==> config.mk <==
export PLATFORM = sky130hd
export DESIGN_NAME = kdq_ctrl
export DESIGN_NICKNAME = d
export VERILOG_FILES = /design/src/sv/kdq_pkg.sv /design/src/sv/kdq_ctrl.sv
export SDC_FILE = /design/constraint.sdc
export NUM_CORES = 1
export LEC_CHECK = 0
export ABC_AREA = 1
export BUFFER_PORTS_ARGS = -buffer_cell sky130_fd_sc_hd__buf_4
export CAP_MARGIN = 20
export CORE_AREA = 2 2 39 41
export DETAILED_ROUTE_END_ITERATION = 10
export DIE_AREA = 0 0 41 43
export SYNTH_ARGS = -nofsm -noshare
export SYNTH_HDL_FRONTEND = slang
export SYNTH_SLANG_ARGS = --single-unit
==> constraint.sdc <==
create_clock -name clk -period 1.2 [get_ports clk]
set_input_delay 0.18 -clock clk [delete_from_list [all_inputs] [get_ports clk]]
set_output_delay 0.18 -clock clk [all_outputs]
set_load 0.02 [all_outputs]
==> src/sv/kdq_pkg.sv <==
// shared types and constants for the keyframe-aware drop queue
package kdq_pkg;

  localparam int STAMP_W    = 63;
  localparam int HANDLE_W   = 16;
  localparam int LIMIT_W    = 7;
  localparam int SPAN_W     = 32;
  localparam int CFG_DATA_W = 32;
  localparam int CFG_IDX_W  = 2;
  localparam int FILL_W     = 8;

  localparam logic REQ_PUSH = 1'b0;
  localparam logic REQ_POP  = 1'b1;

  localparam logic [CFG_IDX_W-1:0] CFG_LIVE_LQ  = 2'd0;
  localparam logic [CFG_IDX_W-1:0] CFG_SOFT_LIM = 2'd1;
  localparam logic [CFG_IDX_W-1:0] CFG_HARD_LIM = 2'd2;
  localparam logic [CFG_IDX_W-1:0] CFG_MIN_SPAN = 2'd3;

  localparam logic               RST_LIVE_LQ  = 1'b0;
  localparam logic [LIMIT_W-1:0] RST_SOFT_LIM = 7'd12;
  localparam logic [LIMIT_W-1:0] RST_HARD_LIM = 7'd120;
  localparam logic [SPAN_W-1:0]  RST_MIN_SPAN = 32'd2000000;

  typedef enum logic [3:0] {
    ST_IDLE,
    ST_PUSH_WR,
    ST_PUSH_CHK,
    ST_SCAN,
    ST_SPAN,
    ST_DECIDE,
    ST_CUT,
    ST_CUT_WR,
    ST_TRIM,
    ST_POP_RD,
    ST_POP_OUT,
    ST_DONE
  } kdq_state_t;

  typedef struct packed {
    logic capture;
    logic push_wr;
    logic scan_start;
    logic scan_run;
    logic span_calc;
    logic cut;
    logic cut_wr;
    logic trim;
    logic pop_rd;
    logic pop_out;
    logic load;
  } kdq_cmd_t;

  typedef struct packed {
    logic in_pop;
    logic count_zero;
    logic over_limit;
    logic scan_done;
    logic cut_go;
    logic out_free;
  } kdq_stat_t;

endpackage

==> src/sv/kdq_ctrl.sv <==
// sequencer for push, scan, cut, trim and pop of the drop queue
module kdq_ctrl (
  input  logic               clk,
  input  logic               rst,
  input  logic               in_valid,
  output logic               in_stall,
  input  kdq_pkg::kdq_stat_t stat,
  output kdq_pkg::kdq_cmd_t  cmd
);
  import kdq_pkg::*;

  kdq_state_t state;
  kdq_state_t state_next;

  always_ff @(posedge clk) begin
    if (rst) begin
      state <= ST_IDLE;
    end else begin
      state <= state_next;
    end
  end

  always_comb begin
    state_next = state;
    case (state)
      ST_IDLE: begin
        if (in_valid) begin
          state_next = stat.in_pop ? ST_POP_RD : ST_PUSH_WR;
        end
      end
      ST_PUSH_WR:  state_next = ST_PUSH_CHK;
      ST_PUSH_CHK: state_next = stat.over_limit ? ST_SCAN : ST_TRIM;
      ST_SCAN: begin
        if (stat.scan_done) begin
          state_next = ST_SPAN;
        end
      end
      ST_SPAN:     state_next = ST_DECIDE;
      ST_DECIDE:   state_next = stat.cut_go ? ST_CUT : ST_TRIM;
      ST_CUT:      state_next = ST_CUT_WR;
      ST_CUT_WR:   state_next = ST_TRIM;
      ST_TRIM:     state_next = ST_DONE;
      ST_POP_RD:   state_next = stat.count_zero ? ST_DONE : ST_POP_OUT;
      ST_POP_OUT:  state_next = ST_DONE;
      ST_DONE: begin
        if (stat.out_free) begin
          state_next = ST_IDLE;
        end
      end
      default:     state_next = ST_IDLE;
    endcase
  end

  always_comb begin
    cmd      = '0;
    in_stall = 1'b1;
    case (state)
      ST_IDLE: begin
        in_stall    = 1'b0;
        cmd.capture = in_valid;
      end
      ST_PUSH_WR:  cmd.push_wr    = 1'b1;
      ST_PUSH_CHK: cmd.scan_start = 1'b1;
      ST_SCAN:     cmd.scan_run   = 1'b1;
      ST_SPAN:     cmd.span_calc  = 1'b1;
      ST_DECIDE:   cmd            = '0;
      ST_CUT:      cmd.cut        = 1'b1;
      ST_CUT_WR:   cmd.cut_wr     = 1'b1;
      ST_TRIM:     cmd.trim       = 1'b1;
      ST_POP_RD:   cmd.pop_rd     = 1'b1;
      ST_POP_OUT:  cmd.pop_out    = 1'b1;
      ST_DONE:     cmd.load       = stat.out_free;
      default:     cmd            = '0;
    endcase
  end

endmodule

==> flow_metrics.tcl <==
set metrics [dict create \
    synthToLayoutAreaGrowth_pct 74.1 \
    grt_max_degree 8 \
    r2r_end "state[2]" \
    max_freq_mhz 784 \
    start_kind "register" \
    cp_top_family "simple AND/OR/NAND/NOR gates" \
    syn-num-nets 84 \
    required_ns 1.02 \
    nNetsFinal 111 \
    peakVddDrop_v 0.00144 \
    cts.sinks 4 \
    die_h_um 43 \
    grt_pass1_vias 504 \
    relSlewSlack_pct 80.9 \
    core_area_sq_um 1380 \
    worstHoldPathType "primary input to register" \
    violations "setup timing" \
    outcome "complete, but fails checks" \
    largestRegisters "state: 4 flops" \
    r2r_cells 8 \
    cp_max_fo 7 \
    antenna_found_initial 0 \
    clkSlewWorstSetupHoldPaths_ns 0.04 \
    whs_ns 0.120 \
    finalPower_uw 1670 \
    cp-end-kind "output port" \
    finalWirelength_um 1120 \
    dieArea_sq_um 1760 \
    overflow 0 \
    worstSetupEndpoint "cmd[10]" \
    clock_skew_ns 0.000317 \
    ys_ff_latch 4 \
    hold_violations 0 \
    crit_chain "nor2_4 > nand2_2 > nor2_4 > buf_6" \
    ys_seq_area_share_pct 20.3 \
    whs_path_depth 2 \
    reg2reg_slack_ns -0.03 \
    hold_buffers 0 \
    wl_per_cell_um 9.67 \
    crit_path_max_incr_delay_ns 0.33 \
    regArea_sq_um 92.6 \
    fill_cells 144 \
    largest_reg_flops 4 \
    top_usage_layer "met2" \
    initial_core_util_pct 28.6 \
    synth_cell_types 15 \
    use_met1_pct 17.4 \
    track_usage_pct 15.2 \
    post-place-ws_ns -0.0472 \
    ys_warn_count 0 \
    gp_congestion 0.819 \
    drtIter0Drc 9 \
    clkLatencyLatePin_ns 0.23 \
    final_max_slew_viol_count 0 \
    worst-slew-pin-transition_ns 0.284 \
    rsz0062_at_grt "true" \
    crit_path_start "state[2]" \
    cp.depth 4 \
    setup_tns_ns -0.458 \
    finalCriticalPeriod_ns 1.28 \
    syn_avg_cell_area_sq_um 5.27 \
    power.leakage_uw 0.000386 \
    drive_gt1_share_pct 53.0 \
    multi_input_area_sq_um 307 \
    hpwlAfterDp_um 871 \
    dr.pass1.iters 4 \
    cts_tree "built" \
    clockBufferDepth 2 \
    diodes 0 \
    syn_area_sq_um 395 \
    grtUsageMet3_pct 3.66 \
    regMostFlops "state" \
    p_per_area_nw_per_um2 2420 \
    synth_cells 75 \
    rows 14 \
    io_buffers 20 \
    grt_pass1_wl_um 1830 \
    finalCritPeriodShare_pct 106 \
    worst_path_most_repeated_cell "nor2_4" \
    maxCapViolations 0 \
    vias 535 \
    r2r-start "state[0]" \
    crit_type "register to output port" \
    routed_via_density 4.61 \
    critPathArrivalTime_ns 1.10 \
    use_met2_pct 22.8 \
    final-setup-viol-count 13 \
    ant_nets 0 \
    h-tree-depth 1 \
    cts_buffers 3 \
    cp_num_buf_inv 1 \
    slowest_stage "dfxtp_2" \
    cts_root_buf "clkbuf_4" \
    boundaryPins 21 \
    chipWidth_um 41 \
    fin_ws_ns -0.0755 \
    drc 0 \
]
==> synthesized netlist by cell type <==
master / n / area share, %
o21ai_2: 1 / 2.2
o211ai_1: 1 / 1.9
nand2_1: 16 / 15
a21oi_1: 3 / 3.8
nand2_2: 3 / 4.7
o21ai_0: 1 / 1.3
inv_1: 13 / 12
nand3_1: 6 / 7.6
nor2_2: 3 / 4.7
inv_2: 5 / 4.7
o21ai_1: 2 / 2.5
nor3_1: 3 / 3.8
nor3_2: 1 / 2.5
dfxtp_1: 4 / 20
nor2_1: 13 / 12
==> worst register-to-register path: stages, from the launching register on <==
cell and delay, ns:
dfxtp_4 0.40, nand2_4 0.09, inv_1 0.09, nand2_2 0.07, buf_6 0.14, o21ai_2 0.11
nor2_2 0.07, o21ai_1 0.08, nor2_1 0.07
==> kinds of logic after synthesis <==
kind of cell	Yosys count	share of synthesized area, %
and+or+nand+nor	45	51.0
buffers and inverters	18	17.1
AOI/OAI and AO/OA	8	11.7
DFF	4	20.3
==> metrics by stage <==
step                instances  utilization (%)  instance area [sq um]
global route              116             49.7                    688
finish                    116             49.7                    688
detailed placement        111             41.6                    576
CTS                       116             48.1                    666
global placement          111             41.6                    576
floorplan                  75                -                    405
==> cells in the final DEF (no fill, tap or decap) <==
cell      instances
o21ai_2           2
nand2_2           3
nand2_1          15
clkbuf_4          3
nand2_4           1
o211ai_1          1
o21ai_1           1
nor3_4            1
a21oi_2           1
buf_6             3
nor3_1            2
inv_1            11
nand3_1           6
nor2_1            8
nor2_2            4
a21oi_1           2
o21ai_0           1
dfxtp_2           1
dfxtp_4           3
nor2_4            4
buf_4            19
nor3_2            1
inv_2             6
inv_4             1
==> power by group <==
group / leakage [uW] / switching [uW] / total [uW] / internal (uW)
Combinational: 0.000337 / 694 / 1160 / 469
Sequential: 0.0000353 / 123 / 339 / 217
Clock: 0.0000138 / 53.8 / 166 / 112
==> per-layer routing <==
layer  routed length [um]  up-vias
met5                    0        -
met4                    0        0
met3                   51        0
met2                  579       11
met1                  491      244
li1                     -      280
==> cell type report <==
cell class                 count  share of cell area (%)
inverter                      18                    10.2
clock buffer                   3                    3.27
timing repair buffer          22                    25.6
sequential                     4                    13.5
tap                           16                    2.91
multi-input combinational     53                    44.5
==> worst min path at each step <==
stage | slack, ns | end | startpoint
after floorplan | 0.25 | state[0] | rst
after global placement | 0.37 | state[3] | rst
after detailed placement | 0.37 | state[0] | rst
after CTS | 0.11 | state[0] | rst
after global routing | 0.12 | state[0] | rst
final | 0.12 | state[0] | rst
==> repair_timing <==
action / 4_1_cts / 5_1_grt
endpoints found under the setup margin: 15 / 16
gates resized for setup: 19 / 6
pin swaps: 6 / 1
hold endpoints to repair: 0 / 0
cloned: 0 / 0
buffers inserted: 2 / 0
Power figures use the tool's default switching activity.
