[config.mk]
export PLATFORM = sky130hd
export DESIGN_NAME = kdq_ram
export DESIGN_NICKNAME = d
export VERILOG_FILES = /design/src/sv/kdq_ram.sv
export SDC_FILE = /design/constraint.sdc
export NUM_CORES = 1
export LEC_CHECK = 0
export ABC_AREA = 1
export BUFFER_PORTS_ARGS = -buffer_cell sky130_fd_sc_hd__buf_2
export CAP_MARGIN = 30
export CORE_UTILIZATION = 61
export CTS_CLUSTER_SIZE = 20
export DETAILED_ROUTE_END_ITERATION = 16
export PLACE_DENSITY_LB_ADDON = 0.12
export SETUP_SLACK_MARGIN = 0.5
export SLEW_MARGIN = 20
export SYNTH_ARGS = -nofsm -noshare
export SYNTH_HDL_FRONTEND = slang
export SYNTH_SLANG_ARGS = --single-unit
[constraint.sdc]
create_clock -name clk -period 1.4 [get_ports clk]
set_input_delay 0.28 -clock clk [delete_from_list [all_inputs] [get_ports clk]]
set_output_delay 0.28 -clock clk [all_outputs]
set_load 0.03 [all_outputs]
[src/sv/kdq_ram.sv]
// generic single-port-write, single-port-read ram with registered read
module kdq_ram #(
  parameter int WIDTH = 8,
  parameter int DEPTH = 16,
  localparam int AW = $clog2(DEPTH)
) (
  input  logic             clk,
  input  logic             we,
  input  logic [AW-1:0]    waddr,
  input  logic [WIDTH-1:0] wdata,
  input  logic [AW-1:0]    raddr,
  output logic [WIDTH-1:0] rdata
);

  logic [WIDTH-1:0] mem [DEPTH];

  always_ff @(posedge clk) begin
    if (we) begin
      mem[waddr] <= wdata;
    end
    rdata <= mem[raddr];
  end

endmodule

==> impl_metrics.csv, run 1 <==
group,metric,value,unit
routing,ant_nets,0,
routing,first_iter_violations,355,
sta,final_hold_viol_count,0,
die,num_io_pins,26,
cells_and_area,drive_gt1_frac,0.319,
routing,dr_total_vias,3927,
logic_synthesis,yosys.area.top_type,"edfxtp_1",
sta,finalSetupViolCount,0,
clock_network,clkTransAtPathRegs,0.06,ns
logic_synthesis,syn-num-nets,569,
sta,maxSlewHeadroom,0.710,
routing,highest_layer,"met4",
cells_and_area,n_antenna_cell,0,
sta,setup-tns-final,0,ns
clock_network,cts_tree,"built",
cells_and_area,fillers,539,
setup_path,path_class,"reg -> out",
cells_and_area,fin_nets,610,
place,dp_cells,684,
die,dieHeight,99.2,um
clock_network,cts_made_buffers,17,
worst_hold_path,hold_class,"in -> reg",
routing,first_pass_iters,5,
routing,met1Wirelength,5370,um
clock_network,cts_max_level,4,
sta,fin_crit,1.27,ns
clock_network,clockBufferDepth,2,
clock_network,cts.sinks,136,
logic_synthesis,synthCells,551,
die,initial_core_util,0.627,
global_route,antenna_found_initial,0,
logic_synthesis,yosysWarningCount,0,
logic_synthesis,ys_ff_latch,136,
sta,fin_skew,0.00677,ns
setup_path,crit_family,"flip-flops",
cells_and_area,stdcell_count,716,
setup_path,crit_fanout,1,
cells_and_area,fin_area,0.00724,mm2
setup_path,crit_slowest_cell,"dfxtp_2",
global_route,grt_pass1_vias,3902,
routing,wl_met3,842,um
sta,worstMarginPinSlew,0.435,ns
sta,timing.final.crit_share,0.906,
run_status,outcome,"finished clean",
sta,maxSlewViolCount,0,
place,port_buffers,25,
global_route,grtUsageTotal,0.290,
clock_network,cts_setup_buffers,0,
die,die_area,0.00985,mm2
cells_and_area,areaGrowthSynthToFinish,25.6,%
clock_network,clock-root-buffer,"clkbuf_8",
logic_synthesis,yosysUniqueCellTypes,12,
power,finalPower,0.00972,W
logic_synthesis,yosys-top-cells-area,"edfxtp_1 (67%), nand2_1 (11%), nand3_1 (8.4%), inv_1 (6.5%), dfxtp_1 (2.8%)",
die,core,0.00920,mm2
routing,vias_per_cell,5.48,
place,gp_congestion,0.893,
global_route,grt_pass1_wl,20500,um
setup_path,cp_cell_sequence,"buf_6",
routing,drc,0,
setup_path,max_stage_delay,0.34,ns
power,peakVddDrop,1150,uV
die,rows,35,
sta,rsz0062_at_grt,"true",
sta,fmax,0.789,GHz
logic_synthesis,synth.top_cell.area_share,0.667,
global_route,grt_start_max_net_pins,42,
routing,post_drt_wl_per_cell,18.8,um
global_route,grt_overflow,0,
clock_network,clk_latency,0.52,ns
die,die_w,99.2,um
routing,drt_wl_total,13400,um
clock_network,hold_buffers,0,
cells_and_area,final_common_cell,"nand2_1",
logic_synthesis,syn_area,0.00577,mm2
setup_path,crit_path_end_kind,"primary output",
setup_path,start_kind,"flip-flop",
routing,route.met2.wl,6880,um
flow_run,maxCapViolCount,0,
place,hpwlAfterDp,7870,um
setup_path,crit_buf_inv,1,
cells_and_area,mostFrequentLayoutCells,"nand2_1 (148), edfxtp_1 (128), inv_1 (94), nand3_2 (58), nand3_1 (36)",
logic_synthesis,ys_seq_area_frac,0.694,
logic_synthesis,syn_avg_cell_area,10.5,um2
setup_path,cp.arrival,0.99,ns
setup_path,cp.required,1.12,ns
power,leakagePower,3.09,nW
power,power.density,1340,mW/mm2
place,post_dp_cell_area,0.00627,mm2
-- what timing repair did --
action	in CTS	in global routing
endpoints found under the setup margin	16	16
pin swaps	53	34
resized for setup	58	39
-- Yosys cell counts --
| cell type | n |
|---|---|
| buf_1 | 1 |
| dfxtp_1 | 8 |
| buf_2 | 13 |
| nand3b_1 | 2 |
| inv_1 | 100 |
| inv_2 | 2 |
| buf_4 | 4 |
| edfxtp_1 | 128 |
| nand3_1 | 97 |
| nand2_1 | 173 |
| nor2_1 | 17 |
| buf_6 | 6 |
-- path summary, 6_finish.rpt --
| check | start | to | slack, ns | cells past startpoint |
|---|---|---|---|---|
| min | wdata[1] | mem[2][1] | 0.19 | 1 |
| max | rdata[5] | rdata[5] | 0.13 | 1 |
| min reg2reg | mem[10][7] | rdata[7] | 0.68 | 6 |
| max reg2reg | mem[0][2] | rdata[2] | 0.41 | 6 |
-- flip-flops by register name, indices dropped and copies added (netlist names) --
register	count
mem	128
rdata	8
-- where the power goes --
group / switching [W] / internal, W
combinational: 0.000542 / 0.000268
clock: 0.00163 / 0.00269
sequential: 0.0000349 / 0.00456
-- layout make-up --
class	instances	area (um2)	share of cell area
Inverter	102	395	0.0546
Multi-Input combinational cell	289	1710	0.236
Sequential cell	136	4010	0.554
Clock inverter	14	158	0.0218
Tap cell	111	139	0.0192
Timing Repair Buffer	46	408	0.0563
Clock buffer	18	418	0.0577
-- routing by layer --
layer  up-vias  global-route usage
li1       1862                   -
met1      1874               0.377
met2       157               0.476
met3        34              0.0703
met4         0               0.115
met5         -                   0
-- through the flow --
stage               setup slack, ns   util  hold slack, ns
floorplan                     0.246      -           0.379
global placement             0.0642  0.682           0.667
detailed placement           0.0361  0.682           0.666
CTS                           0.119  0.769           0.177
global route                  0.108  0.788           0.176
finish                        0.132  0.788           0.188
-- logic make-up (layout without fill, tap and decap cells) --
logic type	Yosys count	count (layout)	synth area share
simple gates	289	289	0.210
flops	136	136	0.694
buf+inv	126	180	0.0952
No activity file was read; power rests on OpenSTA's default activity.
==> run 2: changes to the inputs <==
Settings changed: CORE_UTILIZATION 61 to 55.
Clock period 1.4 ns to 1 ns, I/O delays scaled along.
==> impl_metrics.csv, run 2 (same netlist as run 1, synthesis figures left out) <==
group,metric,value,unit
run_status,outcome,"complete, but fails checks",
run_status,violations,"setup timing",
power,power.density,1840,mW/mm2
cells_and_area,fin_nets,620,
die,die_w,104,um
clock_network,clk_latency,0.53,ns
cells_and_area,final-seq-area,0.00403,mm2
setup_path,max_stage_delay,0.35,ns
sta,setup_ws,-0.207,ns
cells_and_area,n_antenna_cell,0,
global_route,grt_start_max_net_pins,33,
sta,worstMarginPinSlew,0.435,ns
cells_and_area,areaGrowthSynthToFinish,32.4,%
cells_and_area,fin_area,0.00764,mm2
cells_and_area,multi_input_area,0.00177,mm2
setup_path,crit_fanout,1,
sta,maxSlewHeadroom,0.710,
global_route,grt_pass1_wl,22000,um
die,initial_core_util,0.564,
sta,fmax,0.829,GHz
setup_path,crit_path_end_kind,"primary output",
cells_and_area,fillers,659,
clock_network,clock-root-buffer,"clkbuf_8",
setup_path,r2r_slack,0.04,ns
global_route,grt_overflow,0,
cells_and_area,regMostFlops,"mem",
die,rows,37,
place,dp_slack,-0.257,ns
power,finalPower,0.0141,W
setup_path,cp_cell_sequence,"buf_6",
routing,first_iter_violations,296,
clock_network,hold_buffers,0,
die,num_io_pins,26,
setup_path,cp.required,0.80,ns
worst_hold_path,hold_class,"in -> reg",
sta,timing.final.crit_share,1.21,
clock_network,cts_tree,"built",
setup_path,crit_slowest_cell,"dfxtp_4",
cells_and_area,top_regs,"mem: 128 flops, rdata: 8 flops",
die,dieHeight,104,um
sta,rsz0062_at_grt,"true",
cells_and_area,largest_reg_flops,128,
cells_and_area,final_common_cell,"nand2_1",
place,post_dp_cell_area,0.00644,mm2
routing,drc,0,
sta,final_hold_viol_count,0,
clock_network,clkTransAtPathRegs,0.06,ns
setup_path,crit_buf_inv,1,
clock_network,cts_made_buffers,17,
place,port_buffers,25,
sta,setup-tns-final,-1.57,ns
routing,ant_nets,0,
routing,post_drt_wl_per_cell,18.7,um
setup_path,path_class,"reg -> out",
power,leakagePower,3.19,nW
sta,maxSlewViolCount,0,
clock_network,cts_max_level,4,
die,die_area,0.0109,mm2
sta,fin_hold_ws,0.0517,ns
global_route,antenna_found_initial,0,
die,core,0.0102,mm2
setup_path,crit_family,"flip-flops",
sta,finalSetupViolCount,8,
cells_and_area,mostFrequentLayoutCells,"nand2_1 (143), edfxtp_1 (128), inv_1 (91), nand3_2 (61), nand3_1 (35)",
cells_and_area,drive_gt1_frac,0.350,
routing,first_pass_iters,5,
sta,fin_skew,0.00645,ns
place,gp_congestion,0.875,
routing,dr_total_vias,4057,
global_route,grtUsageTotal,0.279,
clock_network,clockBufferDepth,2,
clock_network,cts.sinks,136,
setup_path,cp.arrival,1.01,ns
routing,drt_wl_total,14100,um
power,peakVddDrop,1160,uV
global_route,grt_pass1_vias,4047,
place,hpwlAfterDp,8450,um
setup_path,start_kind,"flip-flop",
sta,fin_crit,1.21,ns
flow_run,maxCapViolCount,0,
routing,vias_per_cell,5.40,
[run 2: cell types whose count changed in the layout (fill, tap and decap cells not counted), sizes merged]
cell | before | now
buf | 46 | 55
bufinv | 3 | 4
clkinvlp | 2 | 4
clkinv | 9 | 6
inv | 102 | 103
[run 2: report_power, final]
part           leakage (nW)  internal [W]  switching (W)  total, W
clock network         0.288       0.00405        0.00237   0.00642
registers              1.23       0.00638      0.0000500   0.00643
logic                  1.68      0.000444       0.000791   0.00123
[run 2: worst paths after layout]
| kind | start | end | depth (start not counted) |
|---|---|---|---|
| max | rdata[3] | rdata[3] | 1 |
| min | wdata[5] | mem[6][5] | 2 |
| max reg2reg | mem[9][4] | rdata[4] | 6 |
| min reg2reg | mem[2][0] | rdata[0] | 6 |
[run 2: worst register-to-register path, stage by stage (launching register included)]
cell      delay, ns
edfxtp_1       0.37
inv_1          0.06
nand2_1        0.04
nand3_1        0.09
nand3_1        0.10
nand3_2        0.12
nand2_2        0.06
[run 2: cell type report]
| class | count | share of cell area |
|---|---|---|
| Sequential cell | 136 | 0.528 |
| Clock inverter | 15 | 0.0265 |
| Multi-Input combinational cell | 289 | 0.232 |
| Inverter | 102 | 0.0524 |
| Tap cell | 136 | 0.0223 |
| Timing Repair Buffer | 56 | 0.0840 |
| Clock buffer | 17 | 0.0542 |
[run 2: repair_timing]
action,4_1_cts,5_1_grt
endpoints found under the setup margin,144,144
setup buffers,3,0
gates resized for setup,90,41
pin swaps,40,23
[run 2: per-layer routing]
metal	up-vias	part of all wire	wire length, um	GRT usage
met2	181	0.51	7130	0.455
met3	32	0.077	1080	0.0589
met1	1960	0.39	5540	0.362
met5	-	0	0	0
met4	0	0.023	320	0.120
li1	1884	-	-	-
[run 2: through the flow]
step | std cells | utilization
2_1_floorplan | 551 | -
3_3_place_gp | 716 | 0.629
3_5_place_dp | 716 | 0.629
4_1_cts | 751 | 0.732
5_1_grt | 751 | 0.746
6_report | 751 | 0.746
==> run 3: changes to the inputs <==
Settings changed: CELL_PAD_IN_SITES_DETAIL_PLACEMENT from default to 0, CELL_PAD_IN_SITES_GLOBAL_PLACEMENT from default to 1, CORE_UTILIZATION 55 to 44, RECOVER_POWER from default to 50, SLEW_MARGIN 20 to default.
==> impl_metrics.csv, run 3 (same netlist as run 1, synthesis figures left out) <==
group,metric,value,unit
setup_path,rr_startpoint,"mem[2][6]",
power,switching_share,0.217,
sta,worstMarginPinSlew,1.00,ns
routing,highest_layer,"met4",
flow_run,maxCapViolCount,0,
cells_and_area,fin_area,0.00778,mm2
cells_and_area,fin_nets,630,
sta,setup_ws,-0.106,ns
routing,ant_nets,0,
cells_and_area,n_antenna_cell,0,
clock_network,clockBufferDepth,2,
sta,fin_hold_ws,0.0902,ns
setup_path,cp-endpoint,"rdata[0]",
cells_and_area,finalCoreUtilization,0.612,
clock_network,cts_tree,"built",
cells_and_area,areaGrowthSynthToFinish,34.9,%
sta,fmax,0.904,GHz
die,dieHeight,116,um
sta,timing.final.crit_share,1.11,
setup_path,crit_family,"flip-flops",
sta,maxSlewHeadroom,0.332,
cells_and_area,largest_reg_flops,128,
setup_path,cp.depth,1,
run_status,outcome,"complete, but fails checks",
global_route,grt_start_max_net_pins,33,
setup_path,crit_path_end_kind,"primary output",
routing,vias_per_cell,4.83,
setup_path,max_stage_delay,0.36,ns
setup_path,cp_cell_sequence,"buf_6",
power,peakVddDrop,1050,uV
setup_path,reg2reg_to,"rdata[6]",
power,power_frac_clock,0.465,
routing,route.met2.wl,7210,um
cells_and_area,fillers,1080,
routing,wl_met3,621,um
cells_and_area,regMostFlops,"mem",
power,power.density,1840,mW/mm2
worst_hold_path,hold_class,"in -> reg",
place,hpwlAfterDp,9250,um
setup_path,start_kind,"flip-flop",
setup_path,reg2reg_depth,6,
power,power_frac_seq,0.448,
clock_network,cts.sinks,136,
global_route,grt_pass1_vias,3790,
sta,final_hold_viol_count,0,
cells_and_area,final_common_cell,"nand2_1",
setup_path,crit_slowest_cell,"dfxtp_4",
place,post_dp_cell_area,0.00664,mm2
setup_path,path_class,"reg -> out",
sta,fin_crit,1.11,ns
global_route,grt_pass1_wl,21700,um
die,die_w,116,um
place,gp_congestion,0.807,
routing,post_drt_wl_per_cell,17.9,um
place,port_buffers,25,
sta,fin_skew,0.00812,ns
clock_network,clock-root-buffer,"clkbuf_16",
die,die_area,0.0136,mm2
setup_path,cp.arrival,0.91,ns
cells_and_area,drive_gt1_frac,0.325,
setup_path,cp-startpoint,"rdata[0]",
die,num_io_pins,26,
die,rows,41,
run_status,violations,"setup timing",
routing,dr_total_vias,3846,
setup_path,crit_buf_inv,1,
routing,drt_wl_total,14200,um
power,combPwrFrac,0.087,
global_route,antenna_found_initial,0,
routing,met1Wirelength,6310,um
sta,rsz0062_at_grt,"true",
clock_network,cts_max_level,4,
clock_network,cts_made_buffers,17,
routing,drc,0,
routing,first_pass_iters,4,
sta,setup-tns-final,-0.635,ns
global_route,grt_overflow,0,
power,p_int,0.0112,W
die,core,0.0127,mm2
setup_path,r2r_slack,0.05,ns
sta,finalSetupViolCount,8,
cells_and_area,mostFrequentLayoutCells,"nand2_1 (145), edfxtp_1 (128), inv_1 (97), nand3_2 (50), nand3_1 (42)",
clock_network,clkTransAtPathRegs,0.06,ns
power,p_switching,0.00311,W
die,initial_core_util,0.453,
routing,first_iter_violations,231,
setup_path,crit_fanout,1,
power,leakagePower,3.25,nW
clock_network,clk_latency,0.41,ns
setup_path,cp.required,0.80,ns
cells_and_area,top_regs,"mem: 128 flops, rdata: 8 flops",
global_route,grtUsageTotal,0.232,
sta,maxSlewViolCount,0,
## run 3: worst min-delay path: cells and delay by family
kind / cells / cell delay (ns)
AND/OR/NAND/NOR: 2 / 0.13
buffers and inverters: 1 / 0.14
## run 3: timing repair
item / in CTS / in global routing
resized for setup: 89 / 31
setup endpoints to repair: 144 / 144
pin swaps: 39 / 38
hold buffers: 0 / 0
buffers inserted: 1 / 2
## run 3: metrics by stage
step / cells / power [W] / worst slack (ns)
final: 797 / 0.0143 / -0.106
after global routing: 797 / 0.0148 / -0.133
after CTS: 795 / 0.0144 / -0.133
after detailed placement: 762 / 0.00760 / -0.327
after global placement: 762 / 0.00759 / -0.311
after floorplan: 551 / 0.00715 / -0.0736
## run 3: metal layers
| layer | track usage | vias up |
|---|---|---|
| met5 | 0 | - |
| met2 | 0.385 | 86 |
| met3 | 0.0420 | 7 |
| li1 | - | 1900 |
| met1 | 0.306 | 1853 |
| met4 | 0.0838 | 0 |
## run 3: area by class of cell
type | instances | area [um2] | share of cell area
sequential | 136 | 4030 | 0.518
multi-input combinational | 289 | 1770 | 0.227
timing repair buffer | 66 | 731 | 0.0939
clock buffer | 18 | 429 | 0.0552
inverter | 102 | 400 | 0.0515
tap | 172 | 215 | 0.0277
clock inverter | 14 | 205 | 0.0264
## run 3: how the worst min path moves through the flow
stage | cells after the start | end | start
3_3_place_gp | 3 | rdata[0] | raddr[3]
3_5_place_dp | 3 | rdata[0] | raddr[3]
5_1_grt | 3 | rdata[0] | raddr[3]
4_1_cts | 3 | rdata[0] | raddr[3]
2_1_floorplan | 0 | mem[0][0] | wdata[0]
6_report | 3 | rdata[0] | raddr[3]
## run 3: power groups by stage
stage	clock, W	sequential (W)	combinational (W)
final	0.00666	0.00643	0.00125
after global routing	0.00696	0.00644	0.00136
after floorplan	0	0.00661	0.000541
after detailed placement	0	0.00654	0.00106
after CTS	0.00675	0.00643	0.00123
after global placement	0	0.00653	0.00105
