===== src/sv/kdq_pkg.sv =====
// shared types and constants for the keyframe-aware drop queue
package kdq_pkg;

  localparam int STAMP_W    = 63;
  localparam int HANDLE_W   = 16;
  localparam int LIMIT_W    = 7;
  localparam int SPAN_W     = 32;
  localparam int CFG_DATA_W = 32;
  localparam int CFG_IDX_W  = 2;
  localparam int FILL_W     = 8;

  localparam logic REQ_PUSH = 1'b0;
  localparam logic REQ_POP  = 1'b1;

  localparam logic [CFG_IDX_W-1:0] CFG_LIVE_LQ  = 2'd0;
  localparam logic [CFG_IDX_W-1:0] CFG_SOFT_LIM = 2'd1;
  localparam logic [CFG_IDX_W-1:0] CFG_HARD_LIM = 2'd2;
  localparam logic [CFG_IDX_W-1:0] CFG_MIN_SPAN = 2'd3;

  localparam logic               RST_LIVE_LQ  = 1'b0;
  localparam logic [LIMIT_W-1:0] RST_SOFT_LIM = 7'd12;
  localparam logic [LIMIT_W-1:0] RST_HARD_LIM = 7'd120;
  localparam logic [SPAN_W-1:0]  RST_MIN_SPAN = 32'd2000000;

  typedef enum logic [3:0] {
    ST_IDLE,
    ST_PUSH_WR,
    ST_PUSH_CHK,
    ST_SCAN,
    ST_SPAN,
    ST_DECIDE,
    ST_CUT,
    ST_CUT_WR,
    ST_TRIM,
    ST_POP_RD,
    ST_POP_OUT,
    ST_DONE
  } kdq_state_t;

  typedef struct packed {
    logic capture;
    logic push_wr;
    logic scan_start;
    logic scan_run;
    logic span_calc;
    logic cut;
    logic cut_wr;
    logic trim;
    logic pop_rd;
    logic pop_out;
    logic load;
  } kdq_cmd_t;

  typedef struct packed {
    logic in_pop;
    logic count_zero;
    logic over_limit;
    logic scan_done;
    logic cut_go;
    logic out_free;
  } kdq_stat_t;

endpackage


===== src/sv/kdq_dp.sv =====
// queue pointers, scan trackers, config registers and result register
module kdq_dp #(
  parameter int DEPTH    = 128,
  parameter int TAG_BITS = 16,
  localparam int AW      = $clog2(DEPTH),
  localparam int ENTRY_W = kdq_pkg::STAMP_W + TAG_BITS + 4
) (
  input  logic                            clk,
  input  logic                            rst,
  input  kdq_pkg::kdq_cmd_t               cmd,
  output kdq_pkg::kdq_stat_t              stat,
  input  logic                            cfg_we,
  input  logic [kdq_pkg::CFG_IDX_W-1:0]   cfg_index,
  input  logic [kdq_pkg::CFG_DATA_W-1:0]  cfg_data,
  input  logic                            req_type,
  input  logic                            is_key,
  input  logic                            is_low_quality,
  input  logic                            is_video,
  input  logic [kdq_pkg::STAMP_W-1:0]     stamp,
  input  logic [kdq_pkg::HANDLE_W-1:0]    handle,
  output logic                            ram_we,
  output logic [AW-1:0]                   ram_waddr,
  output logic [ENTRY_W-1:0]              ram_wdata,
  output logic [AW-1:0]                   ram_raddr,
  input  logic [ENTRY_W-1:0]              ram_rdata,
  output logic                            res_valid,
  input  logic                            res_stall,
  output logic                            out_valid,
  output logic                            out_key,
  output logic                            out_low_quality,
  output logic                            out_video,
  output logic                            out_after_drop,
  output logic [kdq_pkg::STAMP_W-1:0]     out_stamp,
  output logic [kdq_pkg::HANDLE_W-1:0]    out_handle,
  output logic                            drop_report,
  output logic [kdq_pkg::FILL_W-1:0]      fill,
  output logic [kdq_pkg::FILL_W-1:0]      dropped_count
);
  import kdq_pkg::*;

  localparam int CW      = $clog2(DEPTH + 1);
  localparam int LW      = (CW > LIMIT_W) ? CW : LIMIT_W;
  localparam int SW      = (CW + 1 > FILL_W + 1) ? CW + 1 : FILL_W + 1;
  localparam int TAG_LSB = STAMP_W;
  localparam int KEY_BIT = STAMP_W + TAG_BITS;
  localparam int LQ_BIT  = KEY_BIT + 1;
  localparam int VID_BIT = KEY_BIT + 2;
  localparam int AD_BIT  = KEY_BIT + 3;
  localparam int SPAN_FW = STAMP_W + 1;

  function automatic logic [AW-1:0] wrap(input logic [AW-1:0] base, input logic [CW-1:0] off);
    logic [CW:0] sum;
    begin
      sum = (CW + 1)'(base) + (CW + 1)'(off);
      if (sum >= (CW + 1)'(DEPTH)) begin
        sum = sum - (CW + 1)'(DEPTH);
      end
      return sum[AW-1:0];
    end
  endfunction

  // config registers
  logic               live_lq;
  logic [LIMIT_W-1:0] soft_lim;
  logic [LIMIT_W-1:0] hard_lim;
  logic [SPAN_W-1:0]  min_span;

  // queue state
  logic [AW-1:0] head;
  logic [CW-1:0] count;
  logic          pending;
  logic [CW:0]   dropped;

  // captured input beat
  logic                key_q;
  logic                lq_q;
  logic                vid_q;
  logic [STAMP_W-1:0]  stamp_q;
  logic [HANDLE_W-1:0] handle_q;

  // scan
  logic [CW-1:0]      rd_idx;
  logic               pipe_v;
  logic [AW-1:0]      pipe_idx;
  logic               fq_found;
  logic [STAMP_W-1:0] fq_first;
  logic [STAMP_W-1:0] fq_last;
  logic               lq_found;
  logic [STAMP_W-1:0] lq_first;
  logic [STAMP_W-1:0] lq_last;
  logic               m_found;
  logic [AW-1:0]      m_idx;
  logic               a_found;
  logic [AW-1:0]      a_idx;
  logic [SPAN_FW-1:0] span;

  // pop result
  logic               pop_hit;
  logic               rep;
  logic [ENTRY_W-1:0] entry;

  logic                full;
  logic [AW-1:0]       tail;
  logic [TAG_BITS-1:0] h_tag;
  logic [HANDLE_W+31:0] h_wide;
  logic [TAG_BITS+HANDLE_W-1:0] o_wide;
  logic [ENTRY_W-1:0]  push_word;
  logic [ENTRY_W-1:0]  cut_word;
  logic [LW-1:0]       cnt_l;
  logic [LW-1:0]       hard_l;
  logic [LW-1:0]       soft_l;
  logic [LW-1:0]       trim_diff;
  logic                over_hard;
  logic                over_soft;
  logic                scan_issue;
  logic [AW-1:0]       cut_idx;
  logic                span_hit;
  logic                e_key;
  logic                e_lq;
  logic                e_vid;
  logic [STAMP_W-1:0]  e_stamp;
  logic [SPAN_FW-1:0]  sp_last;
  logic [SPAN_FW-1:0]  sp_first;
  logic [SW-1:0]       cnt_sat;
  logic [SW-1:0]       drp_sat;

  assign full      = (count == CW'(DEPTH));
  assign tail      = full ? head : wrap(head, count);
  assign h_wide    = {32'd0, handle_q};
  assign h_tag     = h_wide[TAG_BITS-1:0];
  assign push_word = {1'b0, vid_q, lq_q, key_q, h_tag, stamp_q};

  always_comb begin
    cut_word         = ram_rdata;
    cut_word[AD_BIT] = 1'b1;
  end

  assign cnt_l     = LW'(count);
  assign hard_l    = LW'(hard_lim);
  assign soft_l    = LW'(soft_lim);
  assign over_hard = cnt_l > hard_l;
  assign over_soft = cnt_l > soft_l;
  assign trim_diff = cnt_l - hard_l;

  assign scan_issue = cmd.scan_run && (rd_idx < count);
  assign cut_idx    = m_found ? m_idx : a_idx;
  assign span_hit   = $signed(span) > $signed(SPAN_FW'(min_span));

  assign e_key   = ram_rdata[KEY_BIT];
  assign e_lq    = ram_rdata[LQ_BIT];
  assign e_vid   = ram_rdata[VID_BIT];
  assign e_stamp = ram_rdata[STAMP_W-1:0];

  always_comb begin
    if (fq_found) begin
      sp_last  = SPAN_FW'(fq_last);
      sp_first = SPAN_FW'(fq_first);
    end else if (lq_found) begin
      sp_last  = SPAN_FW'(lq_last);
      sp_first = SPAN_FW'(lq_first);
    end else begin
      sp_last  = '0;
      sp_first = '0;
    end
  end

  assign stat.in_pop     = (req_type == REQ_POP);
  assign stat.count_zero = (count == '0);
  assign stat.over_limit = over_hard || over_soft;
  assign stat.scan_done  = !pipe_v && (rd_idx == count);
  assign stat.cut_go     = (over_hard || (over_soft && span_hit)) && (m_found || a_found);
  assign stat.out_free   = !res_valid || !res_stall;

  assign ram_we    = cmd.push_wr || cmd.cut_wr;
  assign ram_waddr = cmd.push_wr ? tail : head;
  assign ram_wdata = cmd.push_wr ? push_word : cut_word;

  always_comb begin
    if (cmd.scan_run) begin
      ram_raddr = wrap(head, rd_idx);
    end else if (cmd.cut) begin
      ram_raddr = wrap(head, CW'(cut_idx));
    end else begin
      ram_raddr = head;
    end
  end

  always_ff @(posedge clk) begin
    if (rst) begin
      live_lq  <= RST_LIVE_LQ;
      soft_lim <= RST_SOFT_LIM;
      hard_lim <= RST_HARD_LIM;
      min_span <= RST_MIN_SPAN;
    end else if (cfg_we) begin
      case (cfg_index)
        CFG_LIVE_LQ:  live_lq  <= cfg_data[0];
        CFG_SOFT_LIM: soft_lim <= cfg_data[LIMIT_W-1:0];
        CFG_HARD_LIM: hard_lim <= cfg_data[LIMIT_W-1:0];
        CFG_MIN_SPAN: min_span <= cfg_data[SPAN_W-1:0];
        default: ;
      endcase
    end
  end

  always_ff @(posedge clk) begin
    if (cmd.capture) begin
      key_q    <= is_key;
      lq_q     <= is_low_quality;
      vid_q    <= is_video;
      stamp_q  <= stamp;
      handle_q <= handle;
    end
  end

  // queue pointers and pending report
  always_ff @(posedge clk) begin
    if (rst) begin
      head    <= '0;
      count   <= '0;
      pending <= 1'b0;
    end else begin
      if (cmd.push_wr) begin
        if (full) begin
          head <= wrap(head, CW'(1));
        end else begin
          count <= count + CW'(1);
        end
      end
      if (cmd.cut) begin
        head  <= wrap(head, CW'(cut_idx));
        count <= count - CW'(cut_idx);
      end
      if (cmd.cut_wr) begin
        pending <= 1'b1;
      end
      if (cmd.trim && over_hard) begin
        head  <= wrap(head, trim_diff[CW-1:0]);
        count <= hard_l[CW-1:0];
      end
      if (cmd.pop_out) begin
        head    <= wrap(head, CW'(1));
        count   <= count - CW'(1);
        pending <= 1'b0;
      end
    end
  end

  always_ff @(posedge clk) begin
    if (cmd.capture) begin
      dropped <= '0;
      pop_hit <= 1'b0;
      rep     <= 1'b0;
    end
    if (cmd.push_wr) begin
      dropped <= (CW + 1)'(full);
    end
    if (cmd.cut) begin
      dropped <= dropped + (CW + 1)'(cut_idx);
    end
    if (cmd.trim && over_hard) begin
      dropped <= dropped + (CW + 1)'(trim_diff[CW-1:0]);
    end
    if (cmd.pop_out) begin
      pop_hit <= 1'b1;
      rep     <= pending;
      entry   <= ram_rdata;
    end
  end

  // one read issued per cycle, data tracked in the cycle after it is issued
  always_ff @(posedge clk) begin
    if (rst) begin
      pipe_v <= 1'b0;
    end else if (cmd.scan_start) begin
      pipe_v <= 1'b0;
    end else if (cmd.scan_run) begin
      pipe_v <= scan_issue;
    end
  end

  always_ff @(posedge clk) begin
    if (cmd.scan_start) begin
      rd_idx   <= '0;
      fq_found <= 1'b0;
      lq_found <= 1'b0;
      m_found  <= 1'b0;
      a_found  <= 1'b0;
    end else if (cmd.scan_run) begin
      if (scan_issue) begin
        rd_idx   <= rd_idx + CW'(1);
        pipe_idx <= rd_idx[AW-1:0];
      end
      if (pipe_v) begin
        if (e_vid && !e_lq) begin
          if (!fq_found) begin
            fq_first <= e_stamp;
          end
          fq_last  <= e_stamp;
          fq_found <= 1'b1;
        end
        if (e_vid && e_lq) begin
          if (!lq_found) begin
            lq_first <= e_stamp;
          end
          lq_last  <= e_stamp;
          lq_found <= 1'b1;
        end
        if (e_key) begin
          a_idx   <= pipe_idx;
          a_found <= 1'b1;
        end
        if (e_key && (e_lq == live_lq)) begin
          m_idx   <= pipe_idx;
          m_found <= 1'b1;
        end
      end
    end
    if (cmd.span_calc) begin
      span <= sp_last - sp_first;
    end
  end

  // result register
  assign cnt_sat = SW'(count);
  assign drp_sat = SW'(dropped);
  assign o_wide  = {{HANDLE_W{1'b0}}, entry[KEY_BIT-1:TAG_LSB]};

  always_ff @(posedge clk) begin
    if (rst) begin
      res_valid <= 1'b0;
    end else if (cmd.load) begin
      res_valid <= 1'b1;
    end else if (!res_stall) begin
      res_valid <= 1'b0;
    end
  end

  always_ff @(posedge clk) begin
    if (cmd.load) begin
      out_valid       <= pop_hit;
      out_key         <= pop_hit & entry[KEY_BIT];
      out_low_quality <= pop_hit & entry[LQ_BIT];
      out_video       <= pop_hit & entry[VID_BIT];
      out_after_drop  <= pop_hit & entry[AD_BIT];
      out_stamp       <= pop_hit ? entry[STAMP_W-1:0] : '0;
      out_handle      <= pop_hit ? o_wide[HANDLE_W-1:0] : '0;
      drop_report     <= rep;
      fill            <= (cnt_sat > SW'(255)) ? {FILL_W{1'b1}} : cnt_sat[FILL_W-1:0];
      dropped_count   <= (drp_sat > SW'(255)) ? {FILL_W{1'b1}} : drp_sat[FILL_W-1:0];
    end
  end

endmodule


===== config.mk =====
export PLATFORM = sky130hd
export DESIGN_NAME = kdq_dp
export DESIGN_NICKNAME = d
export VERILOG_FILES = /design/src/sv/kdq_pkg.sv /design/src/sv/kdq_dp.sv
export SDC_FILE = /design/constraint.sdc
export NUM_CORES = 1
export LEC_CHECK = 0
export ABC_AREA = 0
export BUFFER_PORTS_ARGS = -buffer_cell sky130_fd_sc_hd__buf_2
export CORE_UTILIZATION = 54
export CTS_BUF_LIST = sky130_fd_sc_hd__clkbuf_2 sky130_fd_sc_hd__clkbuf_4 sky130_fd_sc_hd__clkbuf_8
export DETAILED_ROUTE_END_ITERATION = 8
export HOLD_SLACK_MARGIN = 0.08
export PLACE_DENSITY = 0.75
export SETUP_SLACK_MARGIN = 0.4
export SYNTH_ARGS = -nofsm -noshare
export SYNTH_HDL_FRONTEND = slang
export SYNTH_SLANG_ARGS = --single-unit

===== constraint.sdc =====
create_clock -name clk -period 8.35 [get_ports clk]
set_clock_uncertainty 0.2 [all_clocks]
set_input_delay 0.835 -clock clk [delete_from_list [all_inputs] [get_ports clk]]
set_output_delay 0.835 -clock clk [all_outputs]
set_load 0.02 [all_outputs]

==> summary.txt <==
Status = completed
Fmax = 196 MHz
Crit path DAT = 4.06 ns
Crit path capture = stat[1]
Fin nets = 3333
DP Wirelength = 51300 um
Cell mode on critical path = a21oi_1
Post-cts resize count = 0
Worst slew margin = 0.263
Final ANT Viol Nets = 0
Critical path buffer and inverter count = 3
VDD IR-drop max = 0.153 mV
Finished Core Util = 0.651
Post-synth EDFFs = 613
Clock Pin Slew Worst Setup and Hold Paths = 0.06 ns
FF+latch count, synth = 691
Register area share after synthesis = 0.629
CTS tree = built
Initial antenna violation count = 6
Final Critical Period = 5.10 ns
Worst-Margin Slew = 1.10 ns
RSZ-0062 raised after global routing = no
CP max FO = 12
Worst-Skew Late Latency = 0.71 ns
Post-route setup TNS = 0 ns
Drt initial violations = 1358
CP cell instances = inv_1 -> ha_1 -> inv_1 -> fa_1 -> a21o_1 -> a21oi_1 -> o21bai_1 -> a21oi_1 -> o21bai_1 -> a21o_1 -> a31oi_1 -> a21oi_1 -> buf_2
Area Growth Syn to Fin = 18.7%
Worst min path class = in2reg
Die Area = 59800 um^2
Critical Path Source = cnt_l[0]
Deepest clock path buffer count = 3
Largest stage delay, worst path = 0.48 ns
Global Route met3 Usage = 0.0480
Worst R2R Setup Slack = 3.39 ns
Ys flop type = edfxtp_1
Post-synth top area share = 0.580
Fraction of layout cells with a size suffix above 1 = 0.243
Final hold violation count = 0
Power consumption = 8.93 mW
Reg-to-reg startpoint = lq_found
Largest area contributor in the netlist = edfxtp_1
Placer congestion estimate = 0.956
Met2 Track Usage GR = 0.432
Hold Path Origin = ram_rdata[79]
Row count = 88
Largest net degree at the start of global routing = 83
First-pass GRT wire length = 118000 um
Vias in the first global route = 21600
Initial Util = 0.548
Synthesis warning total = 0
Tcrit/Tclk final = 0.611
Routed WL = 76800 um
Leak pwr = 15.2 nW
H-Tree Depth = 3
Reg2reg end = span[50]
Mean Syn Cell Area = 13.1 um^2
Startpoint Class = flip-flop
Total power divided by cell area = 237 nW/um^2
Ys async rst share = 0
Routing usage on met1 = 0.324
Via count = 21500
Ranking of synthesized cells by area = edfxtp_1 58%, ha_1 6.6%, dfxtp_1 4.9%
Finish-stage setup viols = 0
Family with the most delay on the worst path = compound AO/OA/AOI/OAI gates
Syn nets = 2807
Routed WL per cell = 20.2 um
Critical path class = reg2out
Die Ht = 245 um
Worst path slowest cell = a31oi_1
Slew Limit Fails = 0
Vias per inst = 5.65
Req. time, crit path = 7.32 ns
# Max-Cap Violations = 0
CTS buffer count = 111
Ports = 421
Total gr overflow = 0
# DRC = 0
Critical Path End Type = primary output
Netlist cell types = 77
Drt first pass iters = 6
Cells after Synth = 2416
Total GRT Usage = 0.256
Crit. path cell count = 13
Cell Area, Synth = 31800 um^2
Port buffer count = 417
Top Usage Layer GRT = met2
R2r worst-path depth = 17
Sink Count = 691
Clock root buffer = clkbuf_8
Die width = 245 um
Core area = 57900 um^2
## synth_stat cells, types with 4 or more instances
master / n
nor3_1: 18
buf_2: 4
buf_1: 6
mux2i_1: 14
a21boi_0: 4
edfxtp_1: 613
a21oi_1: 165
nand2_1: 181
o21ai_1: 6
a31oi_1: 12
and3_1: 10
a22oi_1: 64
nand2b_1: 11
inv_1: 107
xor2_1: 50
o221ai_1: 4
dfxtp_1: 78
nand4_1: 35
and2_1: 92
or3_1: 4
a22o_1: 63
or2_2: 14
o31ai_1: 9
nor4_1: 11
o211ai_1: 17
clkbuf_1: 96
o21bai_1: 23
o21ai_0: 79
a211oi_1: 9
nor2_1: 92
o21a_1: 8
mux2_2: 89
xnor2_1: 69
fa_1: 9
a21o_1: 73
nor2b_1: 15
o22ai_1: 4
ha_1: 167
nand3_1: 36
## worst register-to-register path: cells and delay by family, from the launching register on
kind	cells	cell delay, ns
adders and majority gates	2	0.59
and+or+nand+nor	1	0.17
DFF	1	0.39
xor gates and xnor gates	1	0.16
AOI/OAI and AO/OA	10	2.58
buffers and inverters	3	0.61
## how the worst min path moves through the flow
stage	endpoint	slack, ns	depth (start not counted)
after global routing	entry[65]	0.10	1
after CTS	entry[68]	0.08	1
final	entry[79]	0.14	1
after detailed placement	drop_report	0.23	0
after floorplan	drop_report	0.20	0
after global placement	drop_report	0.22	0
## layout make-up
cell class                 count  area, um^2
timing repair buffer         521        3090
tap                          765         957
inverter                     107         402
multi-input combinational   1510       11000
fill                        4277       20200
sequential                   691       20000
clock buffer                 145        1810
clock inverter                58         467
antenna                        5        12.5
## cells by family (layout without fill, tap and decap cells)
family	Yosys count	count (layout)	synth area share
other cells	0	5	0
flops	691	691	0.629
xor+xnor	119	119	0.0328
mux	103	103	0.0360
simple gates	533	533	0.0823
buf+inv	215	831	0.0259
fa+ha+maj	176	176	0.0715
compound gates	579	579	0.123
## registers in the layout (all words and copies together) (netlist names), 9 cells and up
name,flops
h_tag,16
dropped,9
out_stamp,63
out_handle,16
entry,83
fq_last,63
span,64
lq_first,63
stamp_q,63
lq_last,63
min_span,32
fq_first,63
## per-stage QoR
step	cells	instance area [um^2]	hold WS [ns]	worst slack, ns
global placement	3508	34600	0.218	3.56
global route	3800	37700	0.100	3.04
finish	3802	37700	0.144	3.25
detailed placement	3508	34600	0.231	3.45
CTS	3797	37700	0.0805	3.33
floorplan	2416	31800	0.200	1.96
## metal layers
layer | part of all wire | wire length [um]
met1 | 0.41 | 31500
met2 | 0.49 | 37900
met3 | 0.067 | 5120
met4 | 0.029 | 2270
met5 | 0.00030 | 23
## placed cells by master, fill, tap and decap left out, types with 69 or more instances in the layout
cell type	netlist	final
a21o_1	73	73
buf_2	4	413
dfxtp_1	78	76
o21ai_0	79	79
ha_1	167	167
and2_1	92	92
xnor2_1	69	69
nor2_1	92	89
clkbuf_8	0	115
mux2_2	89	89
edfxtp_1	613	613
inv_1	107	106
dlygate4sd3_1	0	86
a21oi_1	165	165
nand2_1	181	181
## timing repair
item                                    CTS  global route
endpoints found under the setup margin    0             0
hold buffers                             86             0
hold endpoints to repair                 86             0
setup buffers                             0             0
## report_power, final
group / internal [mW] / switching [mW] / total, mW
combinational: 0.725 / 0.999 / 1.72
sequential: 4.09 / 0.145 / 4.23
clock: 1.66 / 1.31 / 2.97
No activity file was read; power rests on OpenSTA's default activity.
